$ cat src/rtl/core/assert_macros.svh
// Assertion macros shared by the flattener RTL.
// No dependencies; included by files that carry concurrent checks.
`ifndef ASSERT_MACROS_SVH
`define ASSERT_MACROS_SVH

// Same-cycle implication, disabled while reset is asserted (active low).
`define QBF_ASSERT_NOW(label, clk, rst_n, ante, cons) \
    label: assert property (@(posedge clk) disable iff (!(rst_n)) (ante) |-> (cons)) \
        else $error("qbf check failed");

// Next-cycle implication, disabled while reset is asserted (active low).
`define QBF_ASSERT_NEXT(label, clk, rst_n, ante, cons) \
    label: assert property (@(posedge clk) disable iff (!(rst_n)) (ante) |=> (cons)) \
        else $error("qbf check failed");

`endif

$ cat src/rtl/core/qbf_pkg.sv
// Shared types and fixed constants of the quadratic Bezier flattener.
// No dependencies; used by qbf_eval and the top level.
package qbf_pkg;

    localparam int LEVEL_BITS = 3;   // subdivision level field of a stack entry
    localparam int TOL_BITS   = 16;  // tolerance register width

    // Decision of the evaluation unit for the current node.
    typedef struct packed {
        logic done;    // stage 2 just finished for a new node
        logic emit;    // emit chord (tolerance met or depth limit)
        logic capped;  // emitted because of the depth limit
    } qbf_verdict_t;

endpackage

$ cat src/rtl/core/qbf_stack.sv
// Node stack storage: one synchronous RAM, one write and one read port.
// Read data is registered. No package dependency.
module qbf_stack #(
    parameter int ENTRY_W = 123,
    parameter int DEPTH   = 6,
    parameter int ADDR_W  = 3
) (
    input  logic               aclk,
    input  logic               we,
    input  logic [ADDR_W-1:0]  waddr,
    input  logic [ENTRY_W-1:0] wdata,
    input  logic               re,
    input  logic [ADDR_W-1:0]  raddr,
    output logic [ENTRY_W-1:0] rdata
);

    logic [ENTRY_W-1:0] mem [0:DEPTH-1];
    logic [ENTRY_W-1:0] rdata_reg;

    always_ff @(posedge aclk) begin
        if (we) begin
            mem[waddr] <= wdata;
        end
    end

    always_ff @(posedge aclk) begin
        if (re) begin
            rdata_reg <= mem[raddr];
        end
    end

    assign rdata = rdata_reg;

endmodule

$ cat src/rtl/core/qbf_eval.sv
// Two-stage midpoint / flatness unit for one Bezier node.
// Depends on qbf_pkg (verdict struct, field widths).
module qbf_eval #(
    parameter int COORD_BITS = 20,
    parameter int MAX_DEPTH  = 6
) (
    input  logic                                aclk,
    input  logic                                aresetn,
    input  logic                                go,
    input  logic signed [COORD_BITS-1:0]        p0_x,
    input  logic signed [COORD_BITS-1:0]        p0_y,
    input  logic signed [COORD_BITS-1:0]        p1_x,
    input  logic signed [COORD_BITS-1:0]        p1_y,
    input  logic signed [COORD_BITS-1:0]        p2_x,
    input  logic signed [COORD_BITS-1:0]        p2_y,
    input  logic [qbf_pkg::LEVEL_BITS-1:0]      lvl,
    input  logic [qbf_pkg::TOL_BITS-1:0]        tolerance,
    output qbf_pkg::qbf_verdict_t               verdict,
    output logic signed [COORD_BITS-1:0]        q_x,
    output logic signed [COORD_BITS-1:0]        q_y,
    output logic signed [COORD_BITS-1:0]        hl_x,
    output logic signed [COORD_BITS-1:0]        hl_y,
    output logic signed [COORD_BITS-1:0]        hr_x,
    output logic signed [COORD_BITS-1:0]        hr_y
);
    import qbf_pkg::*;

    localparam int CW     = COORD_BITS;
    localparam int DIST_W = COORD_BITS + 2;

    // (a + b) / 2 truncated toward zero: bump negative sums by one before the shift.
    function automatic logic signed [CW-1:0] half_sum(input logic signed [CW-1:0] a,
                                                      input logic signed [CW-1:0] b);
        logic signed [CW:0] s;
        s = {a[CW-1], a} + {b[CW-1], b};
        s = s + {{CW{1'b0}}, s[CW]};
        return s[CW:1];
    endfunction

    function automatic logic [CW:0] abs_diff(input logic signed [CW-1:0] a,
                                             input logic signed [CW-1:0] b);
        logic signed [CW:0] d;
        d = {a[CW-1], a} - {b[CW-1], b};
        return d[CW] ? (~d + 1'b1) : d;
    endfunction

    // stage 1
    logic signed [CW-1:0] mid_x_reg, mid_y_reg;
    logic signed [CW-1:0] hl_x_reg, hl_y_reg, hr_x_reg, hr_y_reg;
    logic                 v1_reg;
    // stage 2
    logic signed [CW-1:0] q_x_reg, q_y_reg;
    logic [CW:0]          ax_reg, ay_reg;
    logic                 v2_reg;

    logic signed [CW-1:0] q_x_next, q_y_next;
    logic [DIST_W-1:0]    err_sum;
    logic                 below, at_limit;

    always_ff @(posedge aclk) begin
        if (!aresetn) begin
            v1_reg <= 1'b0;
            v2_reg <= 1'b0;
        end else begin
            v1_reg <= go;
            v2_reg <= v1_reg;
        end
    end

    always_ff @(posedge aclk) begin
        if (go) begin
            mid_x_reg <= half_sum(p0_x, p2_x);
            mid_y_reg <= half_sum(p0_y, p2_y);
            hl_x_reg  <= half_sum(p0_x, p1_x);
            hl_y_reg  <= half_sum(p0_y, p1_y);
            hr_x_reg  <= half_sum(p1_x, p2_x);
            hr_y_reg  <= half_sum(p1_y, p2_y);
        end
        if (v1_reg) begin
            q_x_reg <= q_x_next;
            q_y_reg <= q_y_next;
            ax_reg  <= abs_diff(mid_x_reg, q_x_next);
            ay_reg  <= abs_diff(mid_y_reg, q_y_next);
        end
    end

    assign q_x_next = half_sum(mid_x_reg, p1_x);
    assign q_y_next = half_sum(mid_y_reg, p1_y);

    assign err_sum  = {1'b0, ax_reg} + {1'b0, ay_reg};
    assign below    = err_sum < DIST_W'(tolerance);
    assign at_limit = lvl >= LEVEL_BITS'(MAX_DEPTH);

    assign verdict.done   = v2_reg;
    assign verdict.emit   = below || at_limit;
    assign verdict.capped = !below;

    assign q_x  = q_x_reg;
    assign q_y  = q_y_reg;
    assign hl_x = hl_x_reg;
    assign hl_y = hl_y_reg;
    assign hr_x = hr_x_reg;
    assign hr_y = hr_y_reg;

endmodule

$ cat src/rtl/core/quad_bezier_flattener_top.sv
// Top level of the quadratic Bezier flattener: control sequencer, output register.
// Depends on qbf_pkg, qbf_eval, qbf_stack and assert_macros.svh.
`include "assert_macros.svh"

// One input item is a quadratic Bezier curve (start, control, end; signed twips).
// The curve is cut into line segments by midpoint subdivision: a node whose chord
// midpoint and curve midpoint lie less than `tolerance` apart (Manhattan) is sent
// out as a segment, otherwise it splits and the left half goes first. Nodes at
// level MAX_DEPTH are always sent out, with tuser (depth_capped) set if the node
// is not within tolerance; tlast marks the final segment of a curve. A curve
// yields 1 to 2^MAX_DEPTH segments. Each node visit passes through both stages of
// the evaluation unit, and each return to a stored right half adds a stack RAM
// read in ST_POP and ST_LOAD (issue plus registered data). The next curve is
// taken only after the last segment of the current one has been loaded into the
// output register, and the result side can hold that off.
// Segments wait in a one-deep output register; the unit stalls only when that
// register is still full. Halving truncates toward zero. The stack needs no
// clearing after reset: every entry is written before it is read.
module quad_bezier_flattener_top #(
    parameter int COORD_BITS = 20,
    parameter int MAX_DEPTH  = 6,
    parameter int S_TDATA_W  = ((6 * COORD_BITS + 7) / 8) * 8,
    parameter int M_TDATA_W  = ((4 * COORD_BITS + 7) / 8) * 8
) (
    input  logic                            aclk,
    input  logic                            aresetn,
    // tolerance register write channel
    input  logic                            cfg_valid,
    output logic                            cfg_ready,
    input  logic [qbf_pkg::TOL_BITS-1:0]    cfg_data,
    // curve input
    input  logic                            s_tvalid,
    output logic                            s_tready,
    // lowest bit up: start_x, start_y, ctrl_x, ctrl_y, end_x, end_y, zero pad
    input  logic [S_TDATA_W-1:0]            s_tdata,
    // segment output
    output logic                            m_tvalid,
    input  logic                            m_tready,
    // lowest bit up: seg_x0, seg_y0, seg_x1, seg_y1, zero pad
    output logic [M_TDATA_W-1:0]            m_tdata,
    output logic                            m_tlast,   // last_seg
    output logic                            m_tuser    // depth_capped
);
    import qbf_pkg::*;

    localparam int CW      = COORD_BITS;
    localparam int SP_W    = $clog2(MAX_DEPTH + 1);
    localparam int ADDR_W  = (MAX_DEPTH > 1) ? $clog2(MAX_DEPTH) : 1;
    localparam int ENTRY_W = 6 * CW + LEVEL_BITS;

    typedef enum logic [2:0] {
        ST_IDLE,
        ST_EVAL,
        ST_STALL,
        ST_POP,
        ST_LOAD
    } state_t;

    state_t state_reg;

    logic [TOL_BITS-1:0]   tolerance_reg;
    logic [SP_W-1:0]       sp_reg;
    logic                  go_reg;
    logic                  go_next;

    // current node
    logic signed [CW-1:0]  p0_x_reg, p0_y_reg, p1_x_reg, p1_y_reg, p2_x_reg, p2_y_reg;
    logic [LEVEL_BITS-1:0] lvl_reg;

    // output register
    logic                  m_tvalid_reg;
    logic                  m_tvalid_next;
    logic signed [CW-1:0]  o_x0_reg, o_y0_reg, o_x1_reg, o_y1_reg;
    logic                  o_last_reg, o_capped_reg;

    qbf_verdict_t          verdict;
    logic signed [CW-1:0]  q_x, q_y, hl_x, hl_y, hr_x, hr_y;

    logic                  decide, out_free, emit_go, split_go, s_accept;
    logic [SP_W-1:0]       sp_dec;
    logic                  st_we, st_re;
    logic [ADDR_W-1:0]     st_waddr, st_raddr;
    logic [ENTRY_W-1:0]    st_wdata, st_rdata;
    logic [LEVEL_BITS-1:0] lvl_inc;

    assign cfg_ready = 1'b1;
    assign s_tready  = (state_reg == ST_IDLE);
    assign s_accept  = s_tvalid && s_tready;

    assign decide   = (state_reg == ST_EVAL && verdict.done) || (state_reg == ST_STALL);
    assign out_free = !m_tvalid_reg || m_tready;
    assign emit_go  = decide && verdict.emit && out_free;
    assign split_go = decide && !verdict.emit;

    // start the evaluation unit on a new curve, a left half or a popped node
    assign go_next       = s_accept || split_go || (state_reg == ST_LOAD);
    // load on emit, hold until the result side takes the item
    assign m_tvalid_next = emit_go || (m_tvalid_reg && !m_tready);

    assign lvl_inc = lvl_reg + LEVEL_BITS'(1);
    assign sp_dec  = sp_reg - SP_W'(1);

    // push the right half; the left half stays in the node registers
    assign st_we    = split_go;
    assign st_waddr = sp_reg[ADDR_W-1:0];
    assign st_wdata = {lvl_inc, p2_y_reg, p2_x_reg, hr_y, hr_x, q_y, q_x};
    assign st_re    = (state_reg == ST_POP);
    assign st_raddr = sp_dec[ADDR_W-1:0];

    always_ff @(posedge aclk) begin
        if (!aresetn) begin
            tolerance_reg <= TOL_BITS'(1);
        end else if (cfg_valid && cfg_ready) begin
            tolerance_reg <= cfg_data;
        end
    end

    always_ff @(posedge aclk) begin
        if (!aresetn) begin
            state_reg    <= ST_IDLE;
            sp_reg       <= '0;
            go_reg       <= 1'b0;
            m_tvalid_reg <= 1'b0;
        end else begin
            go_reg       <= go_next;
            m_tvalid_reg <= m_tvalid_next;
            case (state_reg)
                ST_IDLE: begin
                    if (s_accept) begin
                        p0_x_reg  <= s_tdata[0*CW +: CW];
                        p0_y_reg  <= s_tdata[1*CW +: CW];
                        p1_x_reg  <= s_tdata[2*CW +: CW];
                        p1_y_reg  <= s_tdata[3*CW +: CW];
                        p2_x_reg  <= s_tdata[4*CW +: CW];
                        p2_y_reg  <= s_tdata[5*CW +: CW];
                        lvl_reg   <= '0;
                        sp_reg    <= '0;
                        state_reg <= ST_EVAL;
                    end
                end
                ST_EVAL, ST_STALL: begin
                    if (emit_go) begin
                        o_x0_reg     <= p0_x_reg;
                        o_y0_reg     <= p0_y_reg;
                        o_x1_reg     <= p2_x_reg;
                        o_y1_reg     <= p2_y_reg;
                        o_last_reg   <= (sp_reg == '0);
                        o_capped_reg <= verdict.capped;
                        state_reg    <= (sp_reg == '0) ? ST_IDLE : ST_POP;
                    end else if (split_go) begin
                        // continue with the left half
                        p1_x_reg  <= hl_x;
                        p1_y_reg  <= hl_y;
                        p2_x_reg  <= q_x;
                        p2_y_reg  <= q_y;
                        lvl_reg   <= lvl_inc;
                        sp_reg    <= sp_reg + SP_W'(1);
                        state_reg <= ST_EVAL;
                    end else if (decide) begin
                        state_reg <= ST_STALL;   // output register still full
                    end
                end
                ST_POP: begin
                    sp_reg    <= sp_dec;
                    state_reg <= ST_LOAD;
                end
                ST_LOAD: begin
                    p0_x_reg  <= st_rdata[0*CW +: CW];
                    p0_y_reg  <= st_rdata[1*CW +: CW];
                    p1_x_reg  <= st_rdata[2*CW +: CW];
                    p1_y_reg  <= st_rdata[3*CW +: CW];
                    p2_x_reg  <= st_rdata[4*CW +: CW];
                    p2_y_reg  <= st_rdata[5*CW +: CW];
                    lvl_reg   <= st_rdata[6*CW +: LEVEL_BITS];
                    state_reg <= ST_EVAL;
                end
                default: begin
                    state_reg <= ST_IDLE;
                end
            endcase
        end
    end

    qbf_eval #(
        .COORD_BITS (COORD_BITS),
        .MAX_DEPTH  (MAX_DEPTH)
    ) u_eval (
        .aclk      (aclk),
        .aresetn   (aresetn),
        .go        (go_reg),
        .p0_x      (p0_x_reg),
        .p0_y      (p0_y_reg),
        .p1_x      (p1_x_reg),
        .p1_y      (p1_y_reg),
        .p2_x      (p2_x_reg),
        .p2_y      (p2_y_reg),
        .lvl       (lvl_reg),
        .tolerance (tolerance_reg),
        .verdict   (verdict),
        .q_x       (q_x),
        .q_y       (q_y),
        .hl_x      (hl_x),
        .hl_y      (hl_y),
        .hr_x      (hr_x),
        .hr_y      (hr_y)
    );

    qbf_stack #(
        .ENTRY_W (ENTRY_W),
        .DEPTH   (MAX_DEPTH),
        .ADDR_W  (ADDR_W)
    ) u_stack (
        .aclk  (aclk),
        .we    (st_we),
        .waddr (st_waddr),
        .wdata (st_wdata),
        .re    (st_re),
        .raddr (st_raddr),
        .rdata (st_rdata)
    );

    assign m_tvalid = m_tvalid_reg;
    // zero pad above the four coordinates
    assign m_tdata  = M_TDATA_W'({o_y1_reg, o_x1_reg, o_y0_reg, o_x0_reg});
    assign m_tlast  = o_last_reg;
    assign m_tuser  = o_capped_reg;

    // stack is empty whenever a new curve can be taken
    `QBF_ASSERT_NOW(a_idle_stack_empty, aclk, aresetn, s_tready, sp_reg == '0)
    // a push never overruns the stack
    `QBF_ASSERT_NOW(a_push_in_range, aclk, aresetn, st_we, sp_reg < SP_W'(MAX_DEPTH))
    // a pop only happens with something stored
    `QBF_ASSERT_NOW(a_pop_nonempty, aclk, aresetn, st_re, sp_reg != '0)
    // a read is always followed by the load of the node registers
    `QBF_ASSERT_NEXT(a_read_then_load, aclk, aresetn, st_re, state_reg == ST_LOAD)

endmodule

$ cat config.mk
export PLATFORM = sky130hd
export DESIGN_NAME = quad_bezier_flattener_top
export DESIGN_NICKNAME = d
export VERILOG_FILES = /design/src/rtl/core/qbf_pkg.sv /design/src/rtl/core/qbf_stack.sv /design/src/rtl/core/qbf_eval.sv /design/src/rtl/core/quad_bezier_flattener_top.sv
export VERILOG_INCLUDE_DIRS = /design/src /design/src/rtl/core
export SDC_FILE = /design/constraint.sdc
export NUM_CORES = 2
export LEC_CHECK = 0
export ABC_AREA = 0
export BUFFER_PORTS_ARGS = -buffer_cell sky130_fd_sc_hd__buf_4
export CAP_MARGIN = 20
export CORE_MARGIN = 2
export CORE_UTILIZATION = 60
export CTS_CLUSTER_DIAMETER = 100
export DETAILED_ROUTE_END_ITERATION = 12
export PLACE_DENSITY = 0.88
export SLEW_MARGIN = 20
export SYNTH_ARGS = -nofsm -noshare
export SYNTH_HDL_FRONTEND = slang
export SYNTH_SLANG_ARGS = --single-unit
$ cat constraint.sdc
create_clock -name aclk -period 40.4 [get_ports aclk]
set_clock_uncertainty 0.15 [all_clocks]
set_input_delay 0 -clock aclk [delete_from_list [all_inputs] [get_ports aclk]]
set_output_delay 0 -clock aclk [all_outputs]
set_load 0.01 [all_outputs]
* Word level (Yosys, flattened, before mapping) *
Memories as Yosys holds them, arrays and structs flattened. A register that Yosys moved wholly into a read port is not among the register bits.
Cells that the tools add are included.

operators by class
  order comparisons = 2
  reduce and logical (&&, ||, !) cells = 27
  eq/ne operators = 8
  muxes and demuxes = 37
  add/sub/neg operators = 24
  divide/modulo/power cells = 0
  $mul = 0
  bitwise gates (word level) = 2
  shift operators = 0

operators with widths
  cell                                                                   count
  20-bit two-way mux                                                     16
  20-bit one-hot mux with 3 select lines                                 4
  20-bit by 20-bit adder with 21-bit output                              8
  21-bit by 1-bit adder with 21-bit output                               8
  20-bit one-hot mux with 2 select lines                                 2
  21-bit by 1-bit adder with 21-bit output, second input constant        2
  21-bit NOT                                                             2
  20-bit by 20-bit subtractor with 21-bit output                         2
  3-bit two-way mux                                                      9
  21-bit by 21-bit adder with 22-bit output                              1
  22-bit by 16-bit less-than comparator with 1-bit output                1
  3-bit one-hot mux with 3 select lines                                  2
  3-bit one-hot mux with 4 select lines                                  1
  3-bit by 1-bit adder with 3-bit output, second input constant          2
  3-bit by 2-bit equality test with 1-bit output, second input constant  2
  1-bit logical AND                                                      6
  3-bit logical NOT                                                      2
  1-bit logical OR                                                       6
  3-bit AND reduction                                                    2
  3-bit nonzero test                                                     2
  5-bit AND reduction                                                    1
  1-bit logical NOT                                                      4
  2-bit != test, second input constant                                   2
  4-bit != test, second input constant                                   1
  11 further kinds                                                       12

word-level totals
  bits in writable memories = 738
  bits in latches = 0
  output and inout port bits = 85
  ROM bits = 0
  memories kept = 1
  register bits after elaboration = 433

memories
  memory       words  width  rd ports  clocked after Yosys merged registers in  wr ports  line             RTL
  u_stack.mem  6      123    1         1                                        1         qbf_stack.sv:17  logic [ENTRY_W-1:0] mem [0:DEPTH-1];

* Depth between registers and ports, before layout *
  word-level depth = 8
  depth in mapped cells = 28
  gate-level depth less buffers = 27

* Hierarchy *
Synthesis repeated with hierarchy kept, for this count alone.

second synthesis, totals
  cells, all modules = 4469
  area total of the unflattened synthesis = 62901.6 sq um

modules (own cells, without submodules)
  module                     seq. area each (sq um)  cells an instance  times used  area each (sq um)
  qbf_stack                  25854.8                 1571               1           32437.4
  qbf_eval                   6105.9                  2335               1           21134.0
  quad_bezier_flattener_top  6636.4                  563                1           9330.2

* Least setup slack after synthesis *
OpenSTA, ideal clock, no wires.

  path kind = reg-to-reg
  from = register u_eval.ay_reg[1]
  to = memory u_stack.mem[2][0], enable pin
  clock period less this slack = 13.472 ns
  stages on the path, launching flop included = 23
  buffers on the path = 0
  library setup time = 0.756 ns
  path slack = 26.928 ns
  arrival time = 12.566 ns
  cell sequence = edfxtp_1 -> ha_1 -> a21o_1 -> a21oi_1 -> o21bai_1 -> a21oi_1 -> o21bai_1 -> a21oi_1 -> o21bai_1 -> a2111oi_0 -> nor2_1 -> a21oi_1 -> o21bai_1 -> xor2_1 -> ha_1 -> nand4_1 -> o311ai_0 -> a21oi_1 -> o2111ai_1 -> a21oi_1 -> a211oi_1 -> nand2b_1 -> nor3_1

between the ends
  longest elaborated chain between the ends = 7

ends and longest elaborated chain
  what                                                     line                             RTL
  start: declaration                                       qbf_eval.sv:53                   logic [CW:0] ax_reg, ay_reg;
  start signal: assignment                                 qbf_eval.sv:83                   ay_reg <= abs_diff(mid_y_reg, q_y_next);
  21-bit by 21-bit adder with 22-bit output                qbf_eval.sv:90                   assign err_sum = {1'b0, ax_reg} + {1'b0, ay_reg};
  22-bit by 16-bit less-than comparator with 1-bit output  qbf_eval.sv:91                   assign below = err_sum < DIST_W'(tolerance);
  1-bit logical OR                                         qbf_eval.sv:95                   assign verdict.emit = below || at_limit;
  1-bit logical NOT                                        quad_bezier_flattener_top.sv:93  assign split_go = decide && !verdict.emit;
  1-bit logical AND                                        quad_bezier_flattener_top.sv:93
  1-bit two-way mux                                        qbf_stack.sv:21                  if (we) begin
  1-bit two-way mux (not written as such)                  qbf_stack.sv:22                  mem[waddr] <= wdata;
  end: declaration                                         qbf_stack.sv:17

No other way between the ends.

* Worst setup path in the final report *
  from = register p1_x_reg[4]
  to = register u_eval.ax_reg[19] (data pin)

between the ends
  longest elaborated chain between the ends = 6

ends and longest elaborated chain
  what                                                line                              RTL
  start: declaration                                  quad_bezier_flattener_top.sv:67   logic signed [CW-1:0] p0_x_reg, p0_y_reg, p1_x_reg, p1_y_reg, p2_x_reg, p2_y_reg;
  start signal: assignment                            quad_bezier_flattener_top.sv:132  p1_x_reg <= s_tdata[2*CW +: CW];
  start signal: assignment                            quad_bezier_flattener_top.sv:152  p1_x_reg <= hl_x;
  start signal: assignment                            quad_bezier_flattener_top.sv:170  p1_x_reg <= st_rdata[2*CW +: CW];
  20-bit by 20-bit adder with 21-bit output (*)       qbf_eval.sv:35                    s = {a[CW-1], a} + {b[CW-1], b};
  21-bit by 1-bit adder with 21-bit output (*)        qbf_eval.sv:36                    s = s + {{CW{1'b0}}, s[CW]};
  20-bit by 20-bit subtractor with 21-bit output (*)  qbf_eval.sv:43                    d = {a[CW-1], a} - {b[CW-1], b};
  21-bit NOT                                          qbf_eval.sv:44                    return d[CW] ? (~d + 1'b1) : d;
  21-bit by 1-bit adder with 21-bit output            qbf_eval.sv:44
  20-bit two-way mux (*)                              qbf_eval.sv:44
  end signal: assignment                              qbf_eval.sv:82                    ax_reg <= abs_diff(mid_x_reg, q_x_next);
  end: declaration                                    qbf_eval.sv:53

Every way passes the cells marked *; elsewhere a longest branch is shown, timed or not.
A chain may end at the register's enable or synchronous reset.

==> flow_metrics.py <==
metrics = {
    "place": {
        "hpwl_mm": 111.9,
        "routabilityCongestion": 0.9955,
        "port-buffer-count": 224,
    },
    "global_route": {
        "grt_pass1_vias": 42490,
        "antenna_found_initial": 13,
        "grt_max_degree": 124,
        "grtUsageTotal_pct": 35.14,
        "grt_overflow": 0,
        "grt_first_pass_wirelength_mm": 273.9,
    },
    "status": {
        "status": "finished clean",
    },
    "clock_tree": {
        "clk_path_buf_depth": 3,
        "cts_resized": 0,
        "clock_sinks": 1294,
        "cts-root-buf": "clkbuf_16",
        "cts_tree": "built",
        "cts_buffers": 130,
        "ctsHtreeMaxLevel": 4,
        "cts_hold_buf": 268,
        "clk_latency_ps": 770,
        "path_clk_slew_ps": 70,
        "postCtsSetupBuffers": 0,
    },
    "detailed_routing": {
        "wl_per_cell_um": 28.97,
        "drt-initial-drc-count": 6107,
        "drc": 0,
        "drt-vias-per-instance": 6.651,
        "drtAntennaViolNets": 0,
        "vias": 42900,
        "drt_pass1_iterations": 8,
        "wirelength_mm": 186.9,
    },
    "synth": {
        "async_flop_share_pct": 0,
        "ys_types": 109,
        "syn_avg_cell_area_sq_um": 13.89,
        "ys_ff_latch": 1294,
        "netlist_area_sq_mm": 0.06178,
        "synthCells": 4449,
        "ys_seq_area_share_pct": 62.48,
        "syn_nets": 4831,
        "synth_edf_count": 1268,
        "yosysWarningCount": 0,
        "yosys_most_used_dff": "edfxtp_1",
    },
    "worst_setup_path": {
        "crit_top_cell": "o21ai_1",
        "slowest_delay_ps": 550,
        "cp-start-kind": "register",
        "cp-end-kind": "register",
        "crit_type": "reg2reg",
        "critical_path.top_delay_family": "compound AO/OA/AOI/OAI gates",
        "slowest_stage": "fa_1",
        "critPathMaxFanout": 10,
        "cp_num_buf_inv": 0,
        "worstPathRequired_ps": 40710,
        "arrival_ps": 8150,
    },
    "final_layout": {
        "layout-drive-gt1-share_pct": 13.86,
        "largest_reg_flops": 738,
        "nNetsFinal": 5363,
        "syn2layout_area_growth_pct": 16.83,
        "post-route-util_pct": 70.84,
    },
    "floorplanning": {
        "start_util_pct": 60.63,
        "rows": 117,
        "fp.dieArea_sq_mm": 0.1055,
        "ios": 226,
        "die_h_um": 324.9,
        "core_sq_mm": 0.1019,
        "die_x_um": 324.9,
    },
    "sta": {
        "rsz0062_at_grt": "no",
        "max-slew-margin-rel_pct": 20.66,
        "max_freq_mhz": 127.6,
        "hold_violations": 0,
        "fin_crit_ps": 7836,
        "setup-violations-final": 0,
        "timing.setup.tns_ps": 0,
        "post-route-period-util_pct": 19.40,
        "worst_slew_pin_slew_ps": 1190,
        "final-max-slew-violation-count": 0,
    },
    "min_path": {
        "hp-class": "in2reg",
    },
    "power": {
        "ir_drop_mv": 0.03812,
        "p_leak_nw": 25.40,
        "powerDensity_mw_per_mm2": 48.09,
    },
    "run": {
        "max_cap_violations": 0,
    },
}
-- cells in the mapped netlist, types with 21 or more instances --
cell type  instances  share of area, %
nand2b_1          24              0.24
o21ai_0          205               1.7
o21a_1            21              0.26
xor2_1           131               1.9
a21o_1            60              0.73
edfxtp_1        1268                62
a31oi_1           28              0.28
ha_1             230               4.7
a22oi_1           83               1.0
nor2_1           193               1.2
a21oi_1          174               1.4
and3_1            41              0.42
and2_1            37              0.37
xnor2_1          234               3.3
nand3_1           84              0.68
nand2_1          437               2.7
dfxtp_1           26              0.84
mux2_2            42              0.77
mux2i_1          146               2.4
or3_1             22              0.22
clkbuf_1         103              0.63
buf_1             28              0.17
mux4_2           123               4.5
o21bai_1          60              0.73
nor2b_1           26              0.26
nor3_1            71              0.58
inv_1            176               1.1
nand4_1           29              0.29
o211ai_1          23              0.28
-- cells in the final DEF (no fill, tap or decap), drive strengths merged, types with 15 or more instances in the layout --
master | netlist | routed
a211oi | 24 | 24
a21o | 60 | 60
a21oi | 176 | 176
a22oi | 83 | 83
a31oi | 28 | 28
and2 | 38 | 38
and3 | 41 | 41
buf | 36 | 271
bufinv | 0 | 15
clkbuf | 103 | 163
clkinv | 0 | 44
dfxtp | 26 | 26
dlygate4sd3 | 0 | 268
edfxtp | 1268 | 1268
ha | 230 | 230
inv | 177 | 181
mux2 | 43 | 43
mux2i | 146 | 146
mux4 | 123 | 123
nand2 | 437 | 437
nand2b | 24 | 24
nand3 | 84 | 84
nand4 | 29 | 29
nor2 | 193 | 193
nor2b | 26 | 26
nor3 | 72 | 72
nor4 | 20 | 20
o211ai | 23 | 23
o21a | 21 | 21
o21ai | 213 | 213
o21bai | 60 | 60
or2 | 18 | 18
or3 | 23 | 23
xnor2 | 236 | 236
xor2 | 132 | 132
-- where the power goes --
group	leakage [nW]	internal [W]	switching, W	total (W)
Combinational	11.6	0.000261	0.000382	0.000643
Sequential	11.7	0.00153	0.0000447	0.00157
Clock	2.10	0.000712	0.000542	0.00125
Total	25.4	0.00250	0.000969	0.00347
-- worst min-delay path, cell delays in order --
cell	delay, ps
dlygate4sd3_1	530
buf_4	150
mux2_2	150
-- metrics by stage --
stage | hold WS, ps | setup slack, ps | cells | cell area, sq um | power, W
2_1_floorplan | -88.06 | 26930 | 4449 | 61780 | 0.002018
5_1_grt | 20.91 | 32040 | 6449 | 72170 | 0.003570
3_5_place_dp | 75.24 | 32770 | 5949 | 65130 | 0.002186
6_report | 37.30 | 32560 | 6450 | 72170 | 0.003471
3_3_place_gp | 70.96 | 32930 | 5949 | 65130 | 0.002169
4_1_cts | 1.499 | 32630 | 6447 | 72170 | 0.003435
-- routing by layer --
layer | vias up | global-route usage (%) | part of all wire [%]
li1 | 18040 | - | -
met1 | 20720 | 45.46 | 35
met2 | 3440 | 54.74 | 46
met3 | 698 | 9.519 | 13
met4 | 4 | 18.43 | 6.0
met5 | - | 0 | 0.014
-- worst paths after layout --
path	cells past startpoint	endpoint	startpoint	slack [ps]
hold reg to reg	0	u_stack.mem[0][90]	p2_x_reg[10]	350
setup / recovery	25	u_eval.ax_reg[19]	p1_x_reg[4]	32560
hold / removal	3	p0_x_reg[19]	s_tdata[19]	40
setup reg to reg	25	u_eval.ax_reg[19]	p1_x_reg[4]	32560
-- layout make-up --
class                      instances  area, sq um
sequential                      1294        38610
antenna                            3        7.507
fill                            6140        29710
tap                             1368         1712
multi-input combinational       2839        22080
clock inverter                    67        897.1
clock buffer                     163         3460
timing repair buffer             539         4742
inverter                         177        669.4
-- logic make-up after synthesis --
logic type	count (synthesis)	share of synthesized area, %
other	1	0.006070
AOI/OAI and AO/OA	843	9.106
DFF	1294	62.48
xor gates and xnor gates	375	5.509
buffers and inverters	316	1.940
adders and majority gates	255	5.252
and+or+nand+nor	1053	8.075
muxes	312	7.634
(Power assumes the default switching activity.)
